$ cat src/hdl/hcd_pkg.sv
package hcd_pkg;

  // Geometry of one poll.
  localparam int unsigned NUM_CHANNELS  = 5;
  localparam int unsigned SAMPLE_BITS   = 10;
  localparam int unsigned TIME_BITS     = 32;
  localparam int unsigned SETTLE_BITS   = 16;

  // Configuration port geometry.
  localparam int unsigned CFG_IDX_BITS  = 2;
  localparam int unsigned CFG_DATA_BITS = 16;

  typedef logic [NUM_CHANNELS-1:0] code_t;
  typedef logic [SAMPLE_BITS-1:0]  sample_t;
  typedef logic [TIME_BITS-1:0]    stamp_t;
  typedef logic [SETTLE_BITS-1:0]  settle_t;

  // Register indexes of the configuration port.
  typedef enum logic [CFG_IDX_BITS-1:0] {
    REG_LOW_THRESHOLD  = 2'd0,
    REG_HIGH_THRESHOLD = 2'd1,
    REG_SETTLE_TIME    = 2'd2,
    REG_IGNORE_BORDER  = 2'd3
  } cfg_reg_e;

  // Reset values of the configuration registers.
  localparam sample_t RST_LOW_THRESHOLD  = sample_t'(500);
  localparam sample_t RST_HIGH_THRESHOLD = sample_t'(600);
  localparam settle_t RST_SETTLE_TIME    = settle_t'(200);
  localparam logic    RST_IGNORE_BORDER  = 1'b0;

  // One poll.
  typedef struct packed {
    sample_t sample_0;
    sample_t sample_1;
    sample_t sample_2;
    sample_t sample_3;
    sample_t sample_4;
    stamp_t  now_ms;
  } in_item_t;

  // One result.
  typedef struct packed {
    logic  changed;
    code_t active_code;
    code_t canonical_code;
  } out_item_t;

  // Current configuration as seen by the datapath.
  typedef struct packed {
    sample_t low_threshold;
    sample_t high_threshold;
    settle_t settle_time_ms;
    logic    ignore_border;
  } cfg_t;

  // Lesser of a code and its bit reversal.
  function automatic code_t mirror_min(code_t code);
    code_t rev;
    rev = '0;
    for (int i = 0; i < NUM_CHANNELS; i++) begin
      rev[NUM_CHANNELS-1-i] = code[i];
    end
    return (code < rev) ? code : rev;
  endfunction

endpackage

$ cat src/hdl/hcd_cfg.sv
module hcd_cfg
  import hcd_pkg::*;
(
  input  logic                     clk_i,
  input  logic                     rst_ni,
  input  logic                     cfg_we_i,
  input  logic [CFG_IDX_BITS-1:0]  cfg_index_i,
  input  logic [CFG_DATA_BITS-1:0] cfg_data_i,
  output cfg_t                     cfg_o
);

  cfg_t cfg_q;

  // Register file, written one register per transaction.
  always_ff @(posedge clk_i or negedge rst_ni) begin
    if (!rst_ni) begin
      cfg_q.low_threshold  <= RST_LOW_THRESHOLD;
      cfg_q.high_threshold <= RST_HIGH_THRESHOLD;
      cfg_q.settle_time_ms <= RST_SETTLE_TIME;
      cfg_q.ignore_border  <= RST_IGNORE_BORDER;
    end else if (cfg_we_i) begin
      unique case (cfg_reg_e'(cfg_index_i))
        REG_LOW_THRESHOLD:  cfg_q.low_threshold  <= cfg_data_i[SAMPLE_BITS-1:0];
        REG_HIGH_THRESHOLD: cfg_q.high_threshold <= cfg_data_i[SAMPLE_BITS-1:0];
        REG_SETTLE_TIME:    cfg_q.settle_time_ms <= cfg_data_i[SETTLE_BITS-1:0];
        REG_IGNORE_BORDER:  cfg_q.ignore_border  <= cfg_data_i[0];
        default: ;
      endcase
    end
  end

  assign cfg_o = cfg_q;

endmodule

$ cat src/hdl/hcd_core.sv
module hcd_core
  import hcd_pkg::*;
(
  input  logic      clk_i,
  input  logic      rst_ni,
  input  logic      step_i,
  input  in_item_t  item_i,
  input  cfg_t      cfg_i,
  output out_item_t result_o
);

  code_t  cand_q, cand_d;
  code_t  stable_q, stable_d;
  code_t  mirror_q, mirror_d;
  stamp_t stamp_q, stamp_d;

  sample_t samples [NUM_CHANNELS];
  logic    cand_moved;
  stamp_t  elapsed;
  logic    accept;
  logic    border;

  assign samples[0] = item_i.sample_0;
  assign samples[1] = item_i.sample_1;
  assign samples[2] = item_i.sample_2;
  assign samples[3] = item_i.sample_3;
  assign samples[4] = item_i.sample_4;

  // Per-channel hysteresis; clearing wins when the thresholds cross.
  always_comb begin
    cand_d = cand_q;
    for (int i = 0; i < NUM_CHANNELS; i++) begin
      priority if (samples[i] <= cfg_i.low_threshold) begin
        cand_d[i] = 1'b0;
      end else if (samples[i] >= cfg_i.high_threshold) begin
        cand_d[i] = 1'b1;
      end else begin
        cand_d[i] = cand_q[i];
      end
    end
  end

  // A moved candidate restarts the settle timer at this poll's time.
  assign cand_moved = (cand_d != cand_q);
  assign stamp_d    = cand_moved ? item_i.now_ms : stamp_q;
  assign elapsed    = item_i.now_ms - stamp_d;

  // Acceptance of a settled candidate.
  assign accept   = (cand_d != stable_q) &&
                    (elapsed >= {{(TIME_BITS-SETTLE_BITS){1'b0}}, cfg_i.settle_time_ms});
  assign stable_d = accept ? cand_d : stable_q;
  assign mirror_d = accept ? mirror_min(cand_d) : mirror_q;
  assign border   = (cand_d == '0) || (cand_d == '1);

  assign result_o.changed        = accept && !(cfg_i.ignore_border && border);
  assign result_o.active_code    = stable_d;
  assign result_o.canonical_code = mirror_d;

  // Debouncer state, advanced once per poll.
  always_ff @(posedge clk_i or negedge rst_ni) begin
    if (!rst_ni) begin
      cand_q   <= '0;
      stable_q <= '0;
      mirror_q <= '0;
      stamp_q  <= '0;
    end else if (step_i) begin
      cand_q   <= cand_d;
      stable_q <= stable_d;
      mirror_q <= mirror_d;
      stamp_q  <= stamp_d;
    end
  end

endmodule

$ cat src/hdl/hysteresis_code_debouncer_top.sv
// Hysteresis code debouncer. Every poll (five samples and a millisecond time)
// yields exactly one result, in order. A poll is registered on entry, goes
// through the threshold, settle-timer and mirror logic and lands in the
// output register, so one poll per clock is sustained while the output is
// not stalled. The debouncer state is updated in the same cycle the result
// is registered, so the next poll sees it immediately. Configuration writes
// take effect on the next edge and must be made while no poll is in flight.
module hysteresis_code_debouncer_top
  import hcd_pkg::*;
(
  input  logic                     clk_i,
  input  logic                     rst_ni,
  input  logic                     in_valid_i,
  output logic                     in_stall_o,
  input  in_item_t                 in_data_i,
  output logic                     out_valid_o,
  input  logic                     out_stall_i,
  output out_item_t                out_data_o,
  input  logic                     cfg_we_i,
  input  logic [CFG_IDX_BITS-1:0]  cfg_index_i,
  input  logic [CFG_DATA_BITS-1:0] cfg_data_i
);

  cfg_t      cfg;
  out_item_t result;
  in_item_t  in_item_q;
  out_item_t out_item_q;
  logic      in_valid_q;
  logic      out_valid_q;
  logic      step;
  logic      in_accept;

  // The input register moves on whenever the output register is free or drains.
  assign step       = in_valid_q && (!out_valid_q || !out_stall_i);
  assign in_stall_o = in_valid_q && !step;
  assign in_accept  = in_valid_i && !in_stall_o;

  hcd_cfg u_cfg (
    .clk_i       (clk_i),
    .rst_ni      (rst_ni),
    .cfg_we_i    (cfg_we_i),
    .cfg_index_i (cfg_index_i),
    .cfg_data_i  (cfg_data_i),
    .cfg_o       (cfg)
  );

  hcd_core u_core (
    .clk_i    (clk_i),
    .rst_ni   (rst_ni),
    .step_i   (step),
    .item_i   (in_item_q),
    .cfg_i    (cfg),
    .result_o (result)
  );

  // Valid flags of the input and output registers.
  always_ff @(posedge clk_i or negedge rst_ni) begin
    if (!rst_ni) begin
      in_valid_q  <= 1'b0;
      out_valid_q <= 1'b0;
    end else begin
      if (in_accept) begin
        in_valid_q <= 1'b1;
      end else if (step) begin
        in_valid_q <= 1'b0;
      end
      if (step) begin
        out_valid_q <= 1'b1;
      end else if (!out_stall_i) begin
        out_valid_q <= 1'b0;
      end
    end
  end

  // Payload registers.
  always_ff @(posedge clk_i) begin
    if (in_accept) begin
      in_item_q <= in_data_i;
    end
    if (step) begin
      out_item_q <= result;
    end
  end

  assign out_valid_o = out_valid_q;
  assign out_data_o  = out_item_q;

endmodule

$ cat config.mk
export PLATFORM = sky130hd
export DESIGN_NAME = hysteresis_code_debouncer_top
export DESIGN_NICKNAME = d
export VERILOG_FILES = /design/src/hdl/hcd_pkg.sv /design/src/hdl/hcd_cfg.sv /design/src/hdl/hcd_core.sv /design/src/hdl/hysteresis_code_debouncer_top.sv
export SDC_FILE = /design/constraint.sdc
export NUM_CORES = 1
export LEC_CHECK = 0
export BUFFER_PORTS_ARGS = -buffer_cell sky130_fd_sc_hd__buf_2
export CAP_MARGIN = 5
export CORE_UTILIZATION = 55
export CTS_CLUSTER_DIAMETER = 40
export DETAILED_ROUTE_END_ITERATION = 8
export GPL_ROUTABILITY_DRIVEN = 0
export PLACE_DENSITY = 0.83
export SLEW_MARGIN = 25
export SYNTH_ARGS = -nofsm -noshare
export SYNTH_HDL_FRONTEND = slang
export SYNTH_SLANG_ARGS = --single-unit
$ cat constraint.sdc
create_clock -name clk_i -period 8.8 [get_ports clk_i]
set_input_delay 1.76 -clock clk_i [delete_from_list [all_inputs] [get_ports clk_i]]
set_output_delay 1.76 -clock clk_i [all_outputs]
set_load 0.01 [all_outputs]
* After elaboration in Yosys (flattened, before gate mapping) *
Index checks and enable logic that the tools add are counted.

word-level totals
  register bits = 179
  bits of input ports = 105
  output and inout bits = 13
  logic and storage cells = 77

operators by class
  $add $sub $neg = 1
  order comparisons = 12
  eq/ne operators = 7
  mux-type cells = 18
  reductions and logical operators = 20

operator list
  cell                                                    count
  greater-or-equal comparator 10 bit                      5
  <= comparator 10 bit                                    5
  greater-or-equal comparator 32 x 16 -> 1 bit            1
  two-way mux 32 bit                                      1
  subtractor 32 bit                                       1
  two-way mux 5 bit                                       3
  two-way mux 1 bit                                       14
  inequality test 5 bit                                   2
  AND reduction 2 bit                                     4
  logical AND 1 bit                                       6
  == test 5 bit (second input constant)                   1
  zero test 1 bit                                         5
  zero test 5 bit                                         1
  < comparator 5 bit                                      1
  == test 2 bit (second input constant)                   2
  == test 2 x 1 -> 1 bit (second input constant)          1
  zero test 2 bit                                         1
  logical OR 1 bit                                        2
  inequality test 2 x 1 -> 1 bit (second input constant)  1
  nonzero test 2 bit                                      1

* Depth between registers and ports, before layout *
  word-level depth = 9
  mapped depth = 36
  gate-level depth less buffers = 35

* Modules after synthesis *
A second synthesis with hierarchy kept.

second synthesis, totals
  cells, all modules = 1046
  area, all modules = 11598.6 sq um

by module, submodules not included
  module                         times used  cells an instance  area an instance (sq um)  seq. area each (sq um)
  hcd_core                       1           864                7245.7                    1176.1
  hysteresis_code_debouncer_top  1           101                2885.3                    2842.7
  hcd_cfg                        1           81                 1467.7                    942.2

* Worst setup path after synthesis *
Ideal clock, no wire load.

  kind = flip-flop to flip-flop
  from = reg u_cfg.cfg_q (netlist bit u_cfg.cfg_o[32])
  to = reg out_item_q (netlist bit out_data_o[2]) (data pin)
  library setup time = 262 ps
  arrival time = 7454 ps
  data required time = 8538 ps
  setup slack = 1084 ps
  cell stages (with the launch flop) = 36
  buffers on the path = 1
  period minus slack after synthesis = 7716 ps
  cells stage by stage = dfstp_2 -> inv_1 -> ha_1 -> a21oi_1 -> o21ai_1 -> a2111oi_0 -> a31oi_1 -> nand2_2 -> inv_2 -> a2111o_1 -> nor2_1 -> clkbuf_1 -> o21ai_0 -> ha_1 -> fa_1 -> nand2b_1 -> a21oi_1 -> o211ai_1 -> a21oi_1 -> a221oi_1 -> or3_1 -> and3_1 -> nor3_1 -> nor2_1 -> xnor2_1 -> ha_1 -> a21o_1 -> nand2_1 -> nand3_1 -> nor3_1 -> o2111ai_1 -> nor4_1 -> nand4b_1 -> a2111oi_4 -> a21oi_2 -> mux2_1

RTL lines
  element               RTL line                             text
  start, declared       hcd_cfg.sv:12                        cfg_t cfg_q;
  end signal, assigned  hysteresis_code_debouncer_top.sv:81  out_item_q <= result;
  end, declared         hysteresis_code_debouncer_top.sv:27  out_item_t out_item_q;

==> run_summary.xml <==
<?xml version="1.0" encoding="UTF-8"?>
<metrics>
  <group name="run_status">
    <metric name="result_of_the_run" unit="">complete, no violations</metric>
  </group>
  <group name="critical_path">
    <metric name="cpMostUsedCell" unit="">sky130_fd_sc_hd__a21oi_1</metric>
    <metric name="path_buf_inv" unit="">4</metric>
    <metric name="slowest_stage" unit="">sky130_fd_sc_hd__or3_1</metric>
    <metric name="setup.worst_path.class" unit="">reg -&gt; reg</metric>
    <metric name="timing.critical_path.arrival" unit="ns">8.34</metric>
    <metric name="critical_path.startpoint" unit="">u_cfg.cfg_o[32]$_DFFE_PN1P_</metric>
    <metric name="critical_path.reg2reg.startpoint" unit="">u_cfg.cfg_o[32]$_DFFE_PN1P_</metric>
    <metric name="worst_setup_path_start_kind" unit="">register</metric>
    <metric name="path_max_fanout" unit="">10</metric>
    <metric name="required" unit="ns">8.99</metric>
    <metric name="critical_path.max_stage_delay" unit="ns">0.55</metric>
    <metric name="critPathTopFamily" unit="">simple AND/OR/NAND/NOR gates</metric>
    <metric name="timing.critical_path.to_type" unit="">register</metric>
  </group>
  <group name="final_layout">
    <metric name="share_of_cells_above_drive_strength_1" unit="%">21.6</metric>
    <metric name="layout-area-overhead-vs-synth" unit="%">13.4</metric>
    <metric name="layout.cells.most_common" unit="">sky130_fd_sc_hd__ha_1</metric>
    <metric name="antenna_cells_inserted" unit="">0</metric>
    <metric name="num-nets-final" unit="">1436</metric>
    <metric name="commonest_cells_after_routing_fill_and_taps_aside" unit="">sky130_fd_sc_hd__ha_1 (148), sky130_fd_sc_hd__buf_2 (116), sky130_fd_sc_hd__edfxtp_1 (93)</metric>
    <metric name="postLayoutCoreUtil" unit="%">64.2</metric>
    <metric name="fillers" unit="">1576</metric>
  </group>
  <group name="pwr">
    <metric name="power.share.clock" unit="%">19.3</metric>
    <metric name="pwr-share-comb" unit="%">50.7</metric>
    <metric name="power.share.sequential" unit="%">30.0</metric>
    <metric name="leakage" unit="nW">5.84</metric>
    <metric name="p_int" unit="mW">2.32</metric>
    <metric name="p_total" unit="mW">3.97</metric>
    <metric name="cellPowerDensity" unit="mW/mm^2">303</metric>
    <metric name="switching_share" unit="%">41.5</metric>
    <metric name="power_switching" unit="mW">1.65</metric>
    <metric name="max-vdd-ir-drop" unit="mV">0.155</metric>
  </group>
  <group name="synth">
    <metric name="synth_warnings" unit="">0</metric>
    <metric name="synth_cell_type_count" unit="">73</metric>
    <metric name="postSynthAreaPerCell" unit="um^2">10.9</metric>
    <metric name="ys_ff_latch" unit="">179</metric>
    <metric name="synth_flop_cell" unit="">sky130_fd_sc_hd__edfxtp_1</metric>
    <metric name="asyncSetResetFlopFracSynth" unit="%">48.0</metric>
    <metric name="synth-edff-count" unit="">93</metric>
    <metric name="post_synthesis_instance_area" unit="mm^2">0.0116</metric>
    <metric name="synth_seq_area_share" unit="%">42.9</metric>
    <metric name="syn_nets" unit="">1311</metric>
    <metric name="synth_cells" unit="">1057</metric>
  </group>
  <group name="sta">
    <metric name="hold_viol" unit="">0</metric>
    <metric name="final-max-slew-violation-count" unit="">0</metric>
    <metric name="setup_viol" unit="">0</metric>
    <metric name="finClkSkew" unit="ns">0.0121</metric>
    <metric name="fmax" unit="MHz">123</metric>
    <metric name="period_minus_slack" unit="ns">8.16</metric>
    <metric name="min_period_over_period" unit="%">92.7</metric>
    <metric name="maxSlewHeadroom" unit="%">35.6</metric>
    <metric name="max_slew.worst_pin.slew" unit="ns">0.958</metric>
  </group>
  <group name="drt">
    <metric name="wire_per_inst" unit="um">18.6</metric>
    <metric name="drtAntennaViolNets" unit="">0</metric>
    <metric name="drcViolationCount" unit="">0</metric>
    <metric name="drt-initial-drc-count" unit="">753</metric>
    <metric name="aggregate_routed_wire_length" unit="um">27200</metric>
    <metric name="via_per_inst" unit="">6.12</metric>
    <metric name="drtPass1Iterations" unit="">5</metric>
    <metric name="vias" unit="">8967</metric>
  </group>
  <group name="placed_design">
    <metric name="port_buffers" unit="">117</metric>
    <metric name="dpl.hpwl" unit="um">20500</metric>
  </group>
  <group name="die">
    <metric name="io-pin-count" unit="">118</metric>
    <metric name="core_region_area" unit="mm^2">0.0204</metric>
    <metric name="die_outline_area" unit="mm^2">0.0216</metric>
    <metric name="die_y" unit="um">147</metric>
    <metric name="initial_core_util" unit="%">56.6</metric>
    <metric name="row_count" unit="">52</metric>
    <metric name="chipWidth" unit="um">147</metric>
  </group>
  <group name="job">
    <metric name="maxCapViolCount" unit="">0</metric>
  </group>
  <group name="clock_network">
    <metric name="path_clk_slew" unit="ns">0.07</metric>
    <metric name="insertion_delay" unit="ns">0.45</metric>
    <metric name="clock_tree_from_tritoncts" unit="">built</metric>
    <metric name="cts-hold-fix-buffers" unit="">0</metric>
    <metric name="clkSinkCount" unit="">179</metric>
    <metric name="cts-root-to-sink-buffers" unit="">2</metric>
    <metric name="cts-root-buf" unit="">sky130_fd_sc_hd__clkbuf_16</metric>
    <metric name="cts_buffers" unit="">17</metric>
    <metric name="htree_num_levels" unit="">4</metric>
  </group>
  <group name="global_routing">
    <metric name="grt_pass1_vias" unit="">8877</metric>
    <metric name="antenna_found_initial" unit="">0</metric>
    <metric name="track_usage" unit="%">26.1</metric>
    <metric name="grt.overflow.total" unit="">0</metric>
    <metric name="grt_first_pass_wirelength" unit="um">44000</metric>
    <metric name="grt_max_degree" unit="">83</metric>
  </group>
  <group name="worst_hold_path">
    <metric name="min_path_type" unit="">reg -&gt; reg</metric>
    <metric name="timing.hold.worst.start" unit="">u_core.mirror_q[4]$_DFFE_PN0P_</metric>
  </group>
</metrics>
registers in the layout, summed over array words and instances, names as in the netlist:
signal and flops:
out_data_o 11, u_cfg.cfg_o 37, u_core.cand_q 5, u_core.mirror_q 5, u_core.stamp_q 32, u_core.stable_q 5, out_valid_o 1, in_valid_q 1
in_item_q 82
synthesized netlist by cell type, types with 7 or more instances:
library cell               instances  area share, %
sky130_fd_sc_hd__ha_1            148             16
sky130_fd_sc_hd__edfxtp_1         93             24
sky130_fd_sc_hd__inv_1            76            2.5
sky130_fd_sc_hd__dfrtp_1          73             16
sky130_fd_sc_hd__a21oi_1          67            2.9
sky130_fd_sc_hd__o21ai_0          63            2.7
sky130_fd_sc_hd__nand2_1          62            2.0
sky130_fd_sc_hd__mux2_2           60            5.8
sky130_fd_sc_hd__nor2_1           49            1.6
sky130_fd_sc_hd__mux2i_1          35            3.0
sky130_fd_sc_hd__nand3_1          25            1.1
sky130_fd_sc_hd__clkbuf_1         21           0.68
sky130_fd_sc_hd__a21o_1           20            1.3
sky130_fd_sc_hd__nand4_1          20            1.1
sky130_fd_sc_hd__nand2b_1         18           0.97
sky130_fd_sc_hd__a211oi_1         15           0.97
sky130_fd_sc_hd__xnor2_1          15            1.1
sky130_fd_sc_hd__nor3_1           14           0.61
sky130_fd_sc_hd__dfstp_2          13            3.0
sky130_fd_sc_hd__mux2_1           11            1.1
sky130_fd_sc_hd__nor2b_1          11           0.60
sky130_fd_sc_hd__a31oi_1          10           0.54
sky130_fd_sc_hd__o211ai_1         10           0.65
sky130_fd_sc_hd__and3_1            7           0.38
sky130_fd_sc_hd__o21bai_1          7           0.45
sky130_fd_sc_hd__o31ai_1           7           0.45
sky130_fd_sc_hd__xor2_1            7           0.53
final timing paths:
check                                                  to  slack (ns)  depth (start not counted)
max in group asynchronous     u_cfg.cfg_o[30]$_DFFE_PN0P_        6.45                          2
setup reg to reg                  out_data_o[3]$_DFFE_PP_        0.64                         34
hold / removal             u_core.mirror_q[4]$_DFFE_PN0P_        0.50                          1
hold reg to reg            u_core.mirror_q[4]$_DFFE_PN0P_        0.50                          1
setup / recovery                  out_data_o[3]$_DFFE_PP_        0.64                         34
min in group asynchronous  u_core.stamp_q[23]$_DFFE_PN0P_        1.28                          1
logic make-up after synthesis:
logic type / Yosys count / share of synthesized area (%)
AO/OA/AOI/OAI: 254 / 15.0
XOR/XNOR: 22 / 1.67
adder cells (fa/ha/maj): 152 / 16.4
buffers and inverters: 100 / 3.25
flip-flops: 179 / 42.9
multiplexers: 106 / 9.94
AND/OR/NAND/NOR: 244 / 10.8
stage by stage:
step	setup slack [ns]	std cells	instance area [um^2]	TNS [ns]	hold slack [ns]
4_1_cts	0.522	1460	13000	0	0.499
2_1_floorplan	1.08	1057	11600	0	0.450
3_5_place_dp	0.633	1428	12500	0	0.489
5_1_grt	-0.00161	1465	13100	-0.00161	0.520
6_report	0.643	1465	13100	0	0.495
3_3_place_gp	0.905	1428	12500	0	0.464
area by class of cell:
class	instances	area [um^2]	area share (%)
clock inverter	14	158	1.20
timing repair buffer	129	698	5.32
tap	270	338	2.58
inverter	77	289	2.20
multi-input combinational	778	6240	47.6
sequential	179	4960	37.8
clock buffer	18	429	3.27
power by group through the flow:
stage	clock (mW)	sequential, mW	combinational [mW]
after floorplan	0	1.17	1.48
after global placement	0	1.20	1.86
after detailed placement	0	1.20	1.93
after CTS	0.776	1.19	1.95
after global routing	0.805	1.21	2.21
final	0.765	1.19	2.01
per-layer routing:
layer | wire length, um | vias to the layer above | global-route usage (%) | part of all wire [%]
met1 | 11600 | 4310 | 33.3 | 43
met5 | 0 | - | 0 | 0
met2 | 12800 | 360 | 43.4 | 47
met4 | 914 | 0 | 10.6 | 3.4
li1 | - | 4215 | - | -
met3 | 1900 | 82 | 5.53 | 7.0
timing repair:
item                                    in CTS  in global routing
resized for setup                            0                  2
endpoints found under the setup margin       0                 14
buffers inserted                             0                  4
No activity file was read; power rests on OpenSTA's default activity.
